## src/rtl/circular_deque_assert.svh

```systemverilog
// ----------------------------------------------------------------------------
// circular_deque_assert.svh
// Assertion macros for the deque block; they expand to nothing in synthesis.
// ----------------------------------------------------------------------------
`ifndef CIRCULAR_DEQUE_ASSERT_SVH
`define CIRCULAR_DEQUE_ASSERT_SVH

`ifndef SYNTHESIS
// Same-cycle implication, disabled while reset is low
`define CDQ_ASSERT_IMPLY(lbl, clk, rst_n, ante, cons) \
  lbl: assert property (@(posedge clk) disable iff (!rst_n) (ante) |-> (cons)) \
    else $error("circular_deque: assertion failed");
// Next-cycle implication, disabled while reset is low
`define CDQ_ASSERT_NEXT(lbl, clk, rst_n, ante, cons) \
  lbl: assert property (@(posedge clk) disable iff (!rst_n) (ante) |=> (cons)) \
    else $error("circular_deque: assertion failed");
`else
`define CDQ_ASSERT_IMPLY(lbl, clk, rst_n, ante, cons)
`define CDQ_ASSERT_NEXT(lbl, clk, rst_n, ante, cons)
`endif

`endif

```

## src/rtl/cdq_pkg.sv

```systemverilog
// ----------------------------------------------------------------------------
// cdq_pkg
// Shared types and codes of the deque block.
// ----------------------------------------------------------------------------
package cdq_pkg;

  localparam int unsigned KIND_W   = 2;
  localparam int unsigned DATA_W   = 32;
  localparam int unsigned STATUS_W = 2;
  localparam int unsigned OCC_W    = 5;

  // Operation codes of an input item
  typedef enum logic [KIND_W-1:0] {
    KIND_PUSH_FRONT = 2'd0,
    KIND_PUSH_BACK  = 2'd1,
    KIND_POP_FRONT  = 2'd2,
    KIND_POP_BACK   = 2'd3
  } kind_e;

  // Result status codes
  typedef enum logic [STATUS_W-1:0] {
    STATUS_DONE  = 2'd0,
    STATUS_FULL  = 2'd1,
    STATUS_EMPTY = 2'd2
  } status_e;

  // Classified command handed from the front end to the execution unit
  typedef struct packed {
    logic              is_push;
    logic              at_front;
    logic [DATA_W-1:0] value;
  } cmd_t;

  // One result item
  typedef struct packed {
    status_e           status;
    logic [DATA_W-1:0] front_value;
    logic [DATA_W-1:0] back_value;
    logic [OCC_W-1:0]  occupancy;
    logic              empty_flag;
    logic              full_flag;
  } res_t;

endpackage

```

## src/rtl/cdq_in_if.sv

```systemverilog
// ----------------------------------------------------------------------------
// cdq_in_if
// Request channel of the deque: valid/ready with operation and push value.
// ----------------------------------------------------------------------------
interface cdq_in_if;
  import cdq_pkg::*;

  logic                     valid;
  logic                     ready;
  logic [KIND_W-1:0]        kind;
  logic signed [DATA_W-1:0] push_value;

  modport source (output valid, output kind, output push_value, input ready);
  modport sink   (input valid, input kind, input push_value, output ready);
endinterface

```

## src/rtl/cdq_out_if.sv

```systemverilog
// ----------------------------------------------------------------------------
// cdq_out_if
// Result channel of the deque: valid/ready with status and state snapshot.
// ----------------------------------------------------------------------------
interface cdq_out_if;
  import cdq_pkg::*;

  logic                     valid;
  logic                     ready;
  logic [STATUS_W-1:0]      status;
  logic signed [DATA_W-1:0] front_value;
  logic signed [DATA_W-1:0] back_value;
  logic [OCC_W-1:0]         occupancy;
  logic                     empty_flag;
  logic                     full_flag;

  modport source (output valid, output status, output front_value, output back_value,
                  output occupancy, output empty_flag, output full_flag, input ready);
  modport sink   (input valid, input status, input front_value, input back_value,
                  input occupancy, input empty_flag, input full_flag, output ready);
endinterface

```

## src/rtl/circular_deque.sv

```systemverilog
// ----------------------------------------------------------------------------
// circular_deque
// Double-ended queue of DEPTH 32-bit entries held in a ring in RAM.
// Requests arrive on in_i (kind, push_value); each yields exactly one result
// on out_o with the status and the state left behind: front and back entry
// (zero when empty), occupancy, empty and full flags. A push into a full
// deque or a pop from an empty one reports a reject status, changes nothing.
// A two-entry command queue decouples request intake from execution.
// A result passes the command queue and the output register; a pop that
// leaves entries behind also passes the S_READ state, since the new end is
// read from the entry RAM through its registered read port.
// Throughput: one item per cycle for pushes and rejected operations while
// the receiver is ready; a pop leaving entries stalls intake for its RAM read.
// Reset clears indices, count and handshake state at once; RAM contents
// stay undefined and are never read before written. When the receiver
// stalls, the result is held in the output register, the command queue
// fills and in_i.ready drops after two more requests.
// ----------------------------------------------------------------------------
module circular_deque #(
  parameter int unsigned DEPTH = 16
) (
  input  logic      clk_i,
  input  logic      rst_ni,
  cdq_in_if.sink    in_i,
  cdq_out_if.source out_o
);
  import cdq_pkg::*;

  `include "circular_deque_assert.svh"

  logic cmd_valid, cmd_ready;
  cmd_t cmd;
  logic res_valid;
  res_t res;

  cdq_front u_front (
    .clk_i       (clk_i),
    .rst_ni      (rst_ni),
    .in_i        (in_i),
    .cmd_valid_o (cmd_valid),
    .cmd_o       (cmd),
    .cmd_ready_i (cmd_ready)
  );

  cdq_back #(
    .DEPTH (DEPTH)
  ) u_back (
    .clk_i       (clk_i),
    .rst_ni      (rst_ni),
    .cmd_valid_i (cmd_valid),
    .cmd_i       (cmd),
    .cmd_ready_o (cmd_ready),
    .res_valid_o (res_valid),
    .res_o       (res),
    .res_ready_i (out_o.ready)
  );

  // Drive the result channel
  assign out_o.valid       = res_valid;
  assign out_o.status      = res.status;
  assign out_o.front_value = res.front_value;
  assign out_o.back_value  = res.back_value;
  assign out_o.occupancy   = res.occupancy;
  assign out_o.empty_flag  = res.empty_flag;
  assign out_o.full_flag   = res.full_flag;

  // An empty deque reports zero values and zero occupancy
  `CDQ_ASSERT_IMPLY(a_empty_zero, clk_i, rst_ni, out_o.valid && out_o.empty_flag,
    out_o.front_value == '0 && out_o.back_value == '0 && out_o.occupancy == '0)
  // A full reject leaves the deque full
  `CDQ_ASSERT_IMPLY(a_full_reject, clk_i, rst_ni,
    out_o.valid && out_o.status == STATUS_FULL, out_o.full_flag && !out_o.empty_flag)
  // An empty reject leaves the deque empty
  `CDQ_ASSERT_IMPLY(a_empty_reject, clk_i, rst_ni,
    out_o.valid && out_o.status == STATUS_EMPTY, out_o.empty_flag && !out_o.full_flag)
  // A push taken by the executor presents its result in the next cycle
  `CDQ_ASSERT_NEXT(a_res_follows, clk_i, rst_ni,
    cmd_valid && cmd_ready && cmd.is_push, out_o.valid)

endmodule

```

## src/rtl/cdq_ram.sv

```systemverilog
// ----------------------------------------------------------------------------
// cdq_ram
// Generic RAM: one write port, one read port with registered read data.
// ----------------------------------------------------------------------------
module cdq_ram #(
  parameter int unsigned WIDTH = 32,
  parameter int unsigned DEPTH = 16
) (
  input  logic                     clk_i,
  input  logic                     we_i,
  input  logic [$clog2(DEPTH)-1:0] waddr_i,
  input  logic [WIDTH-1:0]         wdata_i,
  input  logic                     re_i,
  input  logic [$clog2(DEPTH)-1:0] raddr_i,
  output logic [WIDTH-1:0]         rdata_o
);

  logic [WIDTH-1:0] mem_q [DEPTH];
  logic [WIDTH-1:0] rdata_q;

  // Write and registered read
  always_ff @(posedge clk_i) begin
    if (we_i) begin
      mem_q[waddr_i] <= wdata_i;
    end
    if (re_i) begin
      rdata_q <= mem_q[raddr_i];
    end
  end

  assign rdata_o = rdata_q;

endmodule

```

## src/rtl/cdq_front.sv

```systemverilog
// ----------------------------------------------------------------------------
// cdq_front
// Request front end: decodes each operation and buffers it in a two-entry
// command queue ahead of the execution unit.
// ----------------------------------------------------------------------------
module cdq_front (
  input  logic          clk_i,
  input  logic          rst_ni,
  cdq_in_if.sink        in_i,
  output logic          cmd_valid_o,
  output cdq_pkg::cmd_t cmd_o,
  input  logic          cmd_ready_i
);
  import cdq_pkg::*;

  localparam int unsigned QUEUE_DEPTH = 2;
  localparam int unsigned PTR_W       = $clog2(QUEUE_DEPTH);
  localparam int unsigned FILL_W      = $clog2(QUEUE_DEPTH + 1);

  cmd_t              slot_q [QUEUE_DEPTH];
  logic [PTR_W-1:0]  wr_ptr_q, wr_ptr_d;
  logic [PTR_W-1:0]  rd_ptr_q, rd_ptr_d;
  logic [FILL_W-1:0] fill_q, fill_d;
  cmd_t              in_cmd;
  logic              push, pop;

  // Classify the incoming operation
  always_comb begin
    in_cmd.value = in_i.push_value;
    unique case (kind_e'(in_i.kind))
      KIND_PUSH_FRONT: begin in_cmd.is_push = 1'b1; in_cmd.at_front = 1'b1; end
      KIND_PUSH_BACK:  begin in_cmd.is_push = 1'b1; in_cmd.at_front = 1'b0; end
      KIND_POP_FRONT:  begin in_cmd.is_push = 1'b0; in_cmd.at_front = 1'b1; end
      KIND_POP_BACK:   begin in_cmd.is_push = 1'b0; in_cmd.at_front = 1'b0; end
      default:         begin in_cmd.is_push = 1'b0; in_cmd.at_front = 1'b0; end
    endcase
  end

  assign in_i.ready  = (fill_q != FILL_W'(QUEUE_DEPTH));
  assign cmd_valid_o = (fill_q != '0);
  assign cmd_o       = slot_q[rd_ptr_q];
  assign push        = in_i.valid && in_i.ready;
  assign pop         = cmd_valid_o && cmd_ready_i;

  // Advance pointers and fill level
  always_comb begin
    wr_ptr_d = wr_ptr_q;
    rd_ptr_d = rd_ptr_q;
    if (push) begin
      wr_ptr_d = (wr_ptr_q == PTR_W'(QUEUE_DEPTH - 1)) ? '0 : wr_ptr_q + 1'b1;
    end
    if (pop) begin
      rd_ptr_d = (rd_ptr_q == PTR_W'(QUEUE_DEPTH - 1)) ? '0 : rd_ptr_q + 1'b1;
    end
    unique case ({push, pop})
      2'b10:   fill_d = fill_q + 1'b1;
      2'b01:   fill_d = fill_q - 1'b1;
      default: fill_d = fill_q;
    endcase
  end

  always_ff @(posedge clk_i or negedge rst_ni) begin
    if (!rst_ni) begin
      wr_ptr_q <= '0;
      rd_ptr_q <= '0;
      fill_q   <= '0;
    end else begin
      wr_ptr_q <= wr_ptr_d;
      rd_ptr_q <= rd_ptr_d;
      fill_q   <= fill_d;
    end
  end

  // Store the command on transfer
  always_ff @(posedge clk_i) begin
    if (push) begin
      slot_q[wr_ptr_q] <= in_cmd;
    end
  end

endmodule

```

## src/rtl/cdq_back.sv

```systemverilog
// ----------------------------------------------------------------------------
// cdq_back
// Execution unit: keeps the ring indices, the entry count and copies of the
// front and back entries; writes pushes to the entry RAM and reads the
// newly exposed end after a pop that leaves entries. Results leave through an output register.
// ----------------------------------------------------------------------------
module cdq_back #(
  parameter int unsigned DEPTH = 16
) (
  input  logic          clk_i,
  input  logic          rst_ni,
  input  logic          cmd_valid_i,
  input  cdq_pkg::cmd_t cmd_i,
  output logic          cmd_ready_o,
  output logic          res_valid_o,
  output cdq_pkg::res_t res_o,
  input  logic          res_ready_i
);
  import cdq_pkg::*;

  localparam int unsigned IW = $clog2(DEPTH);
  localparam int unsigned CW = $clog2(DEPTH + 1);

  localparam logic S_RUN  = 1'b0;
  localparam logic S_READ = 1'b1;

  logic              state_q, state_d;
  logic [IW-1:0]     front_idx_q, front_idx_d;
  logic [IW-1:0]     back_idx_q, back_idx_d;
  logic [CW-1:0]     count_q, count_d;
  logic [DATA_W-1:0] front_val_q, front_val_d;
  logic [DATA_W-1:0] back_val_q, back_val_d;
  logic              pend_front_q, pend_front_d;
  logic              out_valid_q, out_valid_d;
  res_t              result_q, result_d;
  status_e           status_sel;
  logic              load_out;

  logic              ram_we, ram_re;
  logic [IW-1:0]     ram_waddr, ram_raddr;
  logic [DATA_W-1:0] ram_rdata;

  function automatic logic [IW-1:0] ring_next(logic [IW-1:0] idx);
    return (idx == IW'(DEPTH - 1)) ? '0 : idx + 1'b1;
  endfunction

  function automatic logic [IW-1:0] ring_prev(logic [IW-1:0] idx);
    return (idx == '0) ? IW'(DEPTH - 1) : idx - 1'b1;
  endfunction

  // Build a result from the state left by the operation
  function automatic res_t pack_result(status_e st, logic [CW-1:0] cnt,
                                       logic [DATA_W-1:0] fv, logic [DATA_W-1:0] bv);
    res_t              r;
    logic [CW+OCC_W-1:0] wide;
    wide          = {{OCC_W{1'b0}}, cnt};
    r.status      = st;
    r.empty_flag  = (cnt == '0);
    r.full_flag   = (cnt == CW'(DEPTH));
    r.front_value = r.empty_flag ? '0 : fv;
    r.back_value  = r.empty_flag ? '0 : bv;
    r.occupancy   = wide[OCC_W-1:0];
    return r;
  endfunction

  cdq_ram #(
    .WIDTH (DATA_W),
    .DEPTH (DEPTH)
  ) u_ram (
    .clk_i   (clk_i),
    .we_i    (ram_we),
    .waddr_i (ram_waddr),
    .wdata_i (cmd_i.value),
    .re_i    (ram_re),
    .raddr_i (ram_raddr),
    .rdata_o (ram_rdata)
  );

  // Execute one command
  always_comb begin
    state_d      = state_q;
    front_idx_d  = front_idx_q;
    back_idx_d   = back_idx_q;
    count_d      = count_q;
    front_val_d  = front_val_q;
    back_val_d   = back_val_q;
    pend_front_d = pend_front_q;
    out_valid_d  = out_valid_q;
    result_d     = result_q;
    status_sel   = STATUS_DONE;
    load_out     = 1'b0;
    ram_we       = 1'b0;
    ram_re       = 1'b0;
    ram_waddr    = front_idx_q;
    ram_raddr    = front_idx_q;
    cmd_ready_o  = 1'b0;

    // Drop the held result once it is taken
    if (out_valid_q && res_ready_i) begin
      out_valid_d = 1'b0;
    end

    unique case (state_q)
      S_RUN: begin
        cmd_ready_o = !out_valid_q || res_ready_i;
        if (cmd_valid_i && cmd_ready_o) begin
          load_out = 1'b1;
          if (cmd_i.is_push) begin
            if (count_q == CW'(DEPTH)) begin
              status_sel = STATUS_FULL;
            end else begin
              ram_we  = 1'b1;
              count_d = count_q + 1'b1;
              if (count_q == '0) begin
                front_idx_d = '0;
                back_idx_d  = '0;
                ram_waddr   = '0;
                front_val_d = cmd_i.value;
                back_val_d  = cmd_i.value;
              end else if (cmd_i.at_front) begin
                front_idx_d = ring_prev(front_idx_q);
                ram_waddr   = front_idx_d;
                front_val_d = cmd_i.value;
              end else begin
                back_idx_d  = ring_next(back_idx_q);
                ram_waddr   = back_idx_d;
                back_val_d  = cmd_i.value;
              end
            end
          end else begin
            if (count_q == '0) begin
              status_sel = STATUS_EMPTY;
            end else begin
              count_d = count_q - 1'b1;
              // Entries remain: fetch the newly exposed end from the RAM
              if (count_q > CW'(1)) begin
                load_out     = 1'b0;
                ram_re       = 1'b1;
                pend_front_d = cmd_i.at_front;
                state_d      = S_READ;
                if (cmd_i.at_front) begin
                  front_idx_d = ring_next(front_idx_q);
                  ram_raddr   = front_idx_d;
                end else begin
                  back_idx_d  = ring_prev(back_idx_q);
                  ram_raddr   = back_idx_d;
                end
              end
            end
          end
          if (load_out) begin
            out_valid_d = 1'b1;
            result_d    = pack_result(status_sel, count_d, front_val_d, back_val_d);
          end
        end
      end
      S_READ: begin
        if (pend_front_q) begin
          front_val_d = ram_rdata;
        end else begin
          back_val_d = ram_rdata;
        end
        out_valid_d = 1'b1;
        result_d    = pack_result(STATUS_DONE, count_q, front_val_d, back_val_d);
        state_d     = S_RUN;
      end
      default: state_d = S_RUN;
    endcase
  end

  always_ff @(posedge clk_i or negedge rst_ni) begin
    if (!rst_ni) begin
      state_q     <= S_RUN;
      front_idx_q <= '0;
      back_idx_q  <= '0;
      count_q     <= '0;
      out_valid_q <= 1'b0;
    end else begin
      state_q     <= state_d;
      front_idx_q <= front_idx_d;
      back_idx_q  <= back_idx_d;
      count_q     <= count_d;
      out_valid_q <= out_valid_d;
    end
  end

  // Payload registers
  always_ff @(posedge clk_i) begin
    front_val_q  <= front_val_d;
    back_val_q   <= back_val_d;
    pend_front_q <= pend_front_d;
    result_q     <= result_d;
  end

  assign res_valid_o = out_valid_q;
  assign res_o       = result_q;

endmodule

```

## src/flat_wrapper.sv

```systemverilog
// flat-port wrapper written by rule: the top's interface ports become plain ports
module circular_deque_flat import cdq_pkg::*;
#(
  parameter int unsigned DEPTH = 16
)
  (clk_i, rst_ni, in_i_valid, in_i_kind, in_i_push_value, in_i_ready, out_o_valid, out_o_status, out_o_front_value, out_o_back_value, out_o_occupancy, out_o_empty_flag, out_o_full_flag, out_o_ready);
  cdq_in_if in_i_i ();
  cdq_out_if out_o_i ();
  input  logic clk_i;
  input  logic rst_ni;
  input wire logic [$bits(in_i_i.valid)-1:0] in_i_valid;
  input wire logic [$bits(in_i_i.kind)-1:0] in_i_kind;
  input wire logic [$bits(in_i_i.push_value)-1:0] in_i_push_value;
  output wire logic [$bits(in_i_i.ready)-1:0] in_i_ready;
  output wire logic [$bits(out_o_i.valid)-1:0] out_o_valid;
  output wire logic [$bits(out_o_i.status)-1:0] out_o_status;
  output wire logic [$bits(out_o_i.front_value)-1:0] out_o_front_value;
  output wire logic [$bits(out_o_i.back_value)-1:0] out_o_back_value;
  output wire logic [$bits(out_o_i.occupancy)-1:0] out_o_occupancy;
  output wire logic [$bits(out_o_i.empty_flag)-1:0] out_o_empty_flag;
  output wire logic [$bits(out_o_i.full_flag)-1:0] out_o_full_flag;
  input wire logic [$bits(out_o_i.ready)-1:0] out_o_ready;
  assign in_i_i.valid = in_i_valid;
  assign in_i_i.kind = in_i_kind;
  assign in_i_i.push_value = in_i_push_value;
  assign in_i_ready = in_i_i.ready;
  assign out_o_valid = out_o_i.valid;
  assign out_o_status = out_o_i.status;
  assign out_o_front_value = out_o_i.front_value;
  assign out_o_back_value = out_o_i.back_value;
  assign out_o_occupancy = out_o_i.occupancy;
  assign out_o_empty_flag = out_o_i.empty_flag;
  assign out_o_full_flag = out_o_i.full_flag;
  assign out_o_i.ready = out_o_ready;
  circular_deque #(.DEPTH(DEPTH)) u_core (.clk_i(clk_i), .rst_ni(rst_ni), .in_i(in_i_i), .out_o(out_o_i));
endmodule
```

## config.mk

```make
export PLATFORM = sky130hd
export DESIGN_NAME = circular_deque_flat
export DESIGN_NICKNAME = d
export VERILOG_FILES = /design/src/rtl/cdq_pkg.sv /design/src/rtl/cdq_in_if.sv /design/src/rtl/cdq_out_if.sv /design/src/rtl/circular_deque.sv /design/src/rtl/cdq_ram.sv /design/src/rtl/cdq_front.sv /design/src/rtl/cdq_back.sv /design/src/flat_wrapper.sv
export VERILOG_INCLUDE_DIRS = /design/src /design/src/rtl
export SDC_FILE = /design/constraint.sdc
export NUM_CORES = 1
export LEC_CHECK = 0
export BUFFER_PORTS_ARGS = -buffer_cell sky130_fd_sc_hd__buf_4
export CAP_MARGIN = 10
export CORE_ASPECT_RATIO = 1.5
export CORE_UTILIZATION = 30
export CTS_CLUSTER_DIAMETER = 80
export DETAILED_ROUTE_END_ITERATION = 6
export PLACE_DENSITY = 0.43
export SETUP_SLACK_MARGIN = 0.4
export SLEW_MARGIN = 40
export SYNTH_ARGS = -nofsm -noshare
export SYNTH_HDL_FRONTEND = slang
export SYNTH_HIERARCHICAL = 1
export SYNTH_SLANG_ARGS = --single-unit
```

## constraint.sdc

```tcl
create_clock -name clk_i -period 9.5 [get_ports clk_i]
set_clock_uncertainty 0.1 [all_clocks]
set_input_delay 0 -clock clk_i [delete_from_list [all_inputs] [get_ports clk_i]]
set_output_delay 0 -clock clk_i [all_outputs]
set_load 0.05 [all_outputs]
```

== Word level (Yosys, flattened, before mapping) ==
Memory sizes are Yosys's and may differ from the RTL's. A register that Yosys moved wholly into a read port is not among the register bits.
Index checks and enable logic that the tools add are counted.

* Register bits: 157
* RAM bits: 580
* Output and inout port bits: 75
* Memories kept: 2

* Add/sub/neg operators: 10
* $lt $le $gt $ge: 1
* Equality and inequality tests: 15
* Muxes and demuxes: 87
* Bitwise operators: 3
* Reductions and logical operators: 20

{| class="wikitable"
|+ Memory list
! memory !! depth !! width !! read ports !! clocked after Yosys merged registers in !! write ports !! RTL line !! RTL
|-
| u_core.u_back.u_ram.mem_q || 16 || 32 || 1 || 1 || 1 || cdq_ram.sv:18 || <nowiki>logic [WIDTH-1:0] mem_q [DEPTH];</nowiki>
|-
| u_core.u_front.slot_q || 2 || 34 || 1 || 0 || 1 || cdq_front.sv:20 || <nowiki>cmd_t slot_q [QUEUE_DEPTH];</nowiki>
|}

{| class="wikitable"
|+ Operators by type and width
! kind !! count
|-
| $mux 32 || 16
|-
| $mux 73 || 2
|-
| $pmux 73 s2 || 1
|-
| $pmux 32 s2 || 2
|-
| $mux 4 || 30
|-
| $mux 1 || 25
|-
| $mux 5 || 5
|-
| $reduce_and 6->1 || 2
|-
| $eq 5x5->1 const B || 2
|-
| $logic_not 5->1 || 2
|-
| $add 4x1->4 const B || 2
|-
| $eq 4x4->1 const B || 2
|-
| $logic_not 4->1 || 2
|-
| $ne 2x2->1 const B || 4
|-
| $pmux 2 s4 || 1
|-
| $reduce_bool 2->1 || 4
|-
| $sub 4x1->4 const B || 2
|-
| $eq 2x2->1 const B || 3
|-
| $add 5x1->5 const B || 1
|-
| $gt 5x1->1 const B || 1
|-
| $reduce_and 5->1 || 1
|-
| $sub 5x1->5 const B || 1
|-
| $eq 2x1->1 const B || 2
|-
| $logic_and 1x1->1 || 4
|-
| other kinds (12) || 19
|}

== Longest topological paths before layout ==
* Word-level depth: 10
* Depth in mapped cells: 14

== Hierarchy ==
The synthesis kept the hierarchy.

{| class="wikitable"
|+ Modules (own cells, without submodules)
! module !! times used !! cells each !! area each (um^2) !! sequential area each (um^2)
|-
| cdq_ram || 1 || 838 || 20155.6 || 16335.7
|-
| cdq_back || 1 || 834 || 9108.7 || 4519.3
|-
| cdq_front || 1 || 125 || 2680.1 || 2142.1
|}

== Least setup slack after synthesis ==
No wires, ideal clock.

* Path type: register to register
* Start: reg u_core.u_front.rd_ptr_q
* End: reg u_core.u_back.result_q (netlist bit u_core/u_back/res_o[0]) (enable)
* Setup time: 519 ps
* Data arrival time: 5450 ps
* Required time: 8881 ps
* Path slack: 3431 ps
* Stages on the path, launching flop included: 10
* Buffers on the path: 6
* Clock period less this slack: 6069 ps
* Cell sequence: dfrtp_1 -> buf_6 -> buf_6 -> mux2_4 -> clkbuf_1 -> clkbuf_1 -> buf_1 -> clkbuf_1 -> nor2_1 -> o21bai_1

{| class="wikitable"
|+ RTL lines
! item !! RTL line !! RTL
|-
| start: declaration || cdq_front.sv:22 || <nowiki>logic [PTR_W-1:0] rd_ptr_q, rd_ptr_d;</nowiki>
|-
| start signal: assignment || cdq_front.sv:69 || <nowiki>rd_ptr_q <= rd_ptr_d;</nowiki>
|-
| end signal: assignment || cdq_back.sv:192 || <nowiki>result_q <= result_d;</nowiki>
|-
| end: declaration || cdq_back.sv:35 || <nowiki>res_t result_q, result_d;</nowiki>
|}

== Worst setup path in the final report ==
* Start: reg u_core.u_back.count_q[0]
* End: mem u_core.u_back.u_ram.mem_q[8][13] (enable)

* Elaborated cells on any way between the ends: 13
* Classes of those cells: 1 x eq/ne; 11 x mux; 1 x reduce/logical

{| class="wikitable"
|+ RTL lines
! item !! RTL line !! RTL
|-
| start: declaration || cdq_back.sv:30 || <nowiki>logic [CW-1:0] count_q, count_d;</nowiki>
|-
| start signal: assignment || cdq_back.sv:182 || <nowiki>count_q <= count_d;</nowiki>
|-
| $logic_not 5->1 || cdq_back.sv:114 || <nowiki>if (count_q == '0) begin</nowiki>
|-
| $mux 4 || cdq_back.sv:114 ||
|-
| $mux 4 (*) || cdq_back.sv:109 || <nowiki>if (count_q == CW'(DEPTH)) begin</nowiki>
|-
| $mux 4 (*) || cdq_back.sv:108 || <nowiki>if (cmd_i.is_push) begin</nowiki>
|-
| $mux 4 (*) || cdq_back.sv:106 || <nowiki>if (cmd_valid_i && cmd_ready_o) begin</nowiki>
|-
| $mux 4 (*) || cdq_back.sv:103 || <nowiki>unique case (state_q)</nowiki>
|-
| named net u_core.u_back.ram_waddr[2] || cdq_back.sv:40 || <nowiki>logic [IW-1:0] ram_waddr, ram_raddr;</nowiki>
|-
| end: declaration || cdq_ram.sv:18 ||
|}

The timed path passes the listed nets; every way through them passes the cells marked *.

==> flow_summary.json <==
{
  "synth_seq_cells": 769,
  "postRouteAntennaNets": 0,
  "grt_antenna_before_repair": 7,
  "final-max-slew-violation-count": 0,
  "floorplan.initialDensity_pct": 30.3,
  "place.port_buffers": 112,
  "dr_total_vias": 16841,
  "die_area_sq_um": 108000,
  "synth_seq_area_share_pct": 72.0,
  "outcome": "completed",
  "timing_worst_slew_pin_value_ns": 0.845,
  "grt_start_max_net_pins": 101,
  "power.total_mw": 15.0,
  "layout_common_cells": "sky130_fd_sc_hd__edfxtp_1 (750), sky130_fd_sc_hd__nand2_1 (178), sky130_fd_sc_hd__buf_4 (142)",
  "drt-wirelength-per-cell_um": 23.1,
  "layout-drive-gt1-share_pct": 28.4,
  "clock.fmax_mhz": 207,
  "clock_insertion_delay_worst_skew_ns": 0.65,
  "drc": 0,
  "rsz0062_at_grt": "false",
  "drv_cap": 0,
  "drt_pre_antenna_iters": 5,
  "slowest_stage": "sky130_fd_sc_hd__nor3_2",
  "syn_area_per_cell_sq_um": 17.8,
  "period_minus_slack_ns": 4.82,
  "grt_overflow_total": 0,
  "min_period_over_period_pct": 50.7,
  "postCtsSetupRepairBufs": 0,
  "gp_routability_congestion": 0.771,
  "die_x_um": 268,
  "path_max_fanout": 25,
  "floorplan.core_area_sq_um": 106000,
  "hold_violations": 0,
  "postSynthNetCount": 1844,
  "tritoncts": "done",
  "drt-initial-drc-count": 1297,
  "fillerInstances": 9993,
  "crit_path_end_kind": "flop",
  "htree_levels": 3,
  "cts.sink_count": 769,
  "totalNegativeSetupSlack_ns": 0,
  "vias_per_cell": 4.87,
  "setup-violations-final": 0,
  "max_stage_delay_ns": 0.68,
  "row_count": 146,
  "timing.setup.critical_path_class": "flop to flop",
  "floorplan.io_pins": 113,
  "number_of_global_route_vias_before_repair": 18038,
  "syn2layout_area_growth_pct": 18.2,
  "leakage_nw": 12.4,
  "finish.net_count": 2034,
  "yosysUniqueCellTypes": 60,
  "synth_area_sq_um": 31900,
  "hold_class": "primary input to flop",
  "power_density_nw_per_um2": 397,
  "number_of_clock_buffers_inserted_by_tritoncts": 76,
  "postSynth.asyncResetShare_pct": 2.47,
  "clk_pin_slew_worst_paths_ns": 0.06,
  "max-slew-margin-rel_pct": 43.7,
  "synth-edff-count": 750,
  "required_arrival_time_at_the_worst_endpoint_ns": 9.68,
  "worst_ir_drop_vdd_v": 0.000265,
  "drt_wl_total_um": 80100,
  "die-height_um": 402,
  "detailed_place_hpwl_um": 45500,
  "ctsRootBufferMaster": "sky130_fd_sc_hd__clkbuf_16",
  "synth-warning-count": 6,
  "synth-main-ff-cell": "sky130_fd_sc_hd__edfxtp_1",
  "worstSetupStartpointType": "flop",
  "crit_path_cell_chain": "inv_1, ha_1, or3b_2, nor2_4, nor2_1, o2bb2ai_1, nand3b_1, nor3_2, buf_4",
  "worst_slack_ns": 4.68,
  "place_worst_setup_slack_ns": 4.66,
  "cts_buffer_depth": 3,
  "post_synth_inst_count": 1797,
  "wire_length_of_the_first_global_routing_pass_um": 119000,
  "arrival_time_at_the_worst_endpoint_ns": 5.00,
  "layout.cells.most_common": "sky130_fd_sc_hd__edfxtp_1",
  "grt_usage_pct": 15.1
}
-- flip-flops by register name (all words and copies together) (netlist names), 2 cells and up --
register                     count
u_core/u_front/slot_q           68
u_core/u_back/count_q            5
u_core/u_front/fill_q            2
u_core/u_back/front_val_q       32
u_core/u_back/u_ram/rdata_o     32
u_core/u_back/back_val_q        32
u_core/u_back/front_idx_q        4
u_core/u_back/res_o             73
u_core/u_back/back_idx_q         4
u_core/u_back/u_ram/mem_q      512
-- through the flow --
stage	hold WS, ns	std cells	util [%]	area [sq um]
3_3_place_gp	-0.194	3239	32.7	34500
4_1_cts	0.0348	3454	35.7	37700
3_5_place_dp	-0.187	3243	32.8	34600
6_report	0.0766	3461	35.8	37700
5_1_grt	0.0664	3456	35.7	37700
2_1_floorplan	-0.396	1797	-	31900
-- cell type report --
cell class | instances | area, sq um | area share, %
Antenna cell | 5 | 12.5 | 0.0331
Clock buffer | 98 | 2050 | 5.43
Clock inverter | 43 | 368 | 0.975
Inverter | 21 | 78.8 | 0.209
Multi-Input combinational cell | 893 | 8500 | 22.5
Sequential cell | 769 | 23000 | 60.9
Tap cell | 1406 | 1760 | 4.66
Timing Repair Buffer | 226 | 1980 | 5.23
-- cells in the mapped netlist (3+ instances only) --
cell type | n | area [sq um]
sky130_fd_sc_hd__dfrtp_1 | 19 | 475
sky130_fd_sc_hd__nor2_1 | 33 | 124
sky130_fd_sc_hd__mux2i_1 | 36 | 360
sky130_fd_sc_hd__o41ai_1 | 5 | 43.8
sky130_fd_sc_hd__a31oi_1 | 4 | 25.0
sky130_fd_sc_hd__a22oi_1 | 67 | 503
sky130_fd_sc_hd__nand2b_1 | 11 | 68.8
sky130_fd_sc_hd__or3_1 | 3 | 18.8
sky130_fd_sc_hd__o21ai_0 | 22 | 110
sky130_fd_sc_hd__a21oi_1 | 47 | 235
sky130_fd_sc_hd__o211ai_1 | 3 | 22.5
sky130_fd_sc_hd__o22ai_2 | 50 | 626
sky130_fd_sc_hd__xor2_1 | 4 | 35.0
sky130_fd_sc_hd__nand3_1 | 8 | 40.0
sky130_fd_sc_hd__buf_4 | 9 | 67.6
sky130_fd_sc_hd__buf_6 | 10 | 113
sky130_fd_sc_hd__inv_1 | 21 | 78.8
sky130_fd_sc_hd__clkbuf_1 | 62 | 233
sky130_fd_sc_hd__buf_1 | 20 | 75.1
sky130_fd_sc_hd__mux2_2 | 100 | 1130
sky130_fd_sc_hd__buf_2 | 13 | 65.1
sky130_fd_sc_hd__nand2_1 | 178 | 668
sky130_fd_sc_hd__o22ai_1 | 17 | 106
sky130_fd_sc_hd__nor3_1 | 16 | 80.1
sky130_fd_sc_hd__ha_1 | 9 | 113
sky130_fd_sc_hd__mux4_2 | 128 | 2880
sky130_fd_sc_hd__nor3b_1 | 35 | 263
sky130_fd_sc_hd__mux2_4 | 3 | 45.0
sky130_fd_sc_hd__nor2b_1 | 67 | 419
sky130_fd_sc_hd__xnor2_1 | 6 | 52.6
sky130_fd_sc_hd__edfxtp_1 | 750 | 22500
-- critical path, delay by kind of cell, from the launching register on --
kind | cells | cell delay (ns)
buf+inv | 2 | 0.83
compound gates | 1 | 0.22
flops | 1 | 0.49
fa+ha+maj | 1 | 0.35
simple gates | 5 | 2.42
-- logic make-up (layout without fill, tap and decap cells) --
family                     after synthesis  in the layout  share of synthesized area (%)
DFF                                    769            769                           72.0
and+or+nand+nor                        366            366                           5.64
muxes                                  267            267                           13.8
AOI/OAI and AO/OA                      241            241                           5.95
buffers and inverters                  135            388                           1.98
xor gates and xnor gates                10             10                          0.274
adders and majority gates                9              9                          0.353
other                                    0              5                              0
-- final timing paths --
path                       slack [ns]                                to  depth (start not counted)                      from
min in group asynchronous        0.39      u_core/u_back/front_idx_q[1]                          4                    rst_ni
setup / recovery                 4.68  u_core/u_back/u_ram/mem_q[8][13]                          9  u_core/u_back/count_q[0]
hold / removal                   0.08      u_core/u_front/slot_q[1][33]                          3              in_i_kind[1]
max in group asynchronous        8.52             u_core/u_back/state_q                          4                    rst_ni
hold reg to reg                  0.39          u_core/u_front/fill_q[1]                          1  u_core/u_front/fill_q[1]
setup reg to reg                 4.68  u_core/u_back/u_ram/mem_q[8][13]                          9  u_core/u_back/count_q[0]
-- routing by layer --
metal,up-vias,GRT usage [%],share of wire [%]
met5,-,0,0
met4,0,4.47,2.0
met2,406,25.6,50
li1,7550,-,-
met1,8784,19.8,43
met3,101,2.37,4.8
-- repair_timing --
action                                 in CTS  in global routing
hold buffers                               70                  1
resized for setup                           0                  0
endpoints found under the hold margin      94                 19
-- power breakdown --
part / switching, mW / total [mW] / leakage (nW) / internal, mW
sequential: 0.336 / 5.48 / 7.14 / 5.14
clock: 1.31 / 2.98 / 1.17 / 1.67
combinational: 4.11 / 6.54 / 4.14 / 2.43
Power figures use the tool's default switching activity.
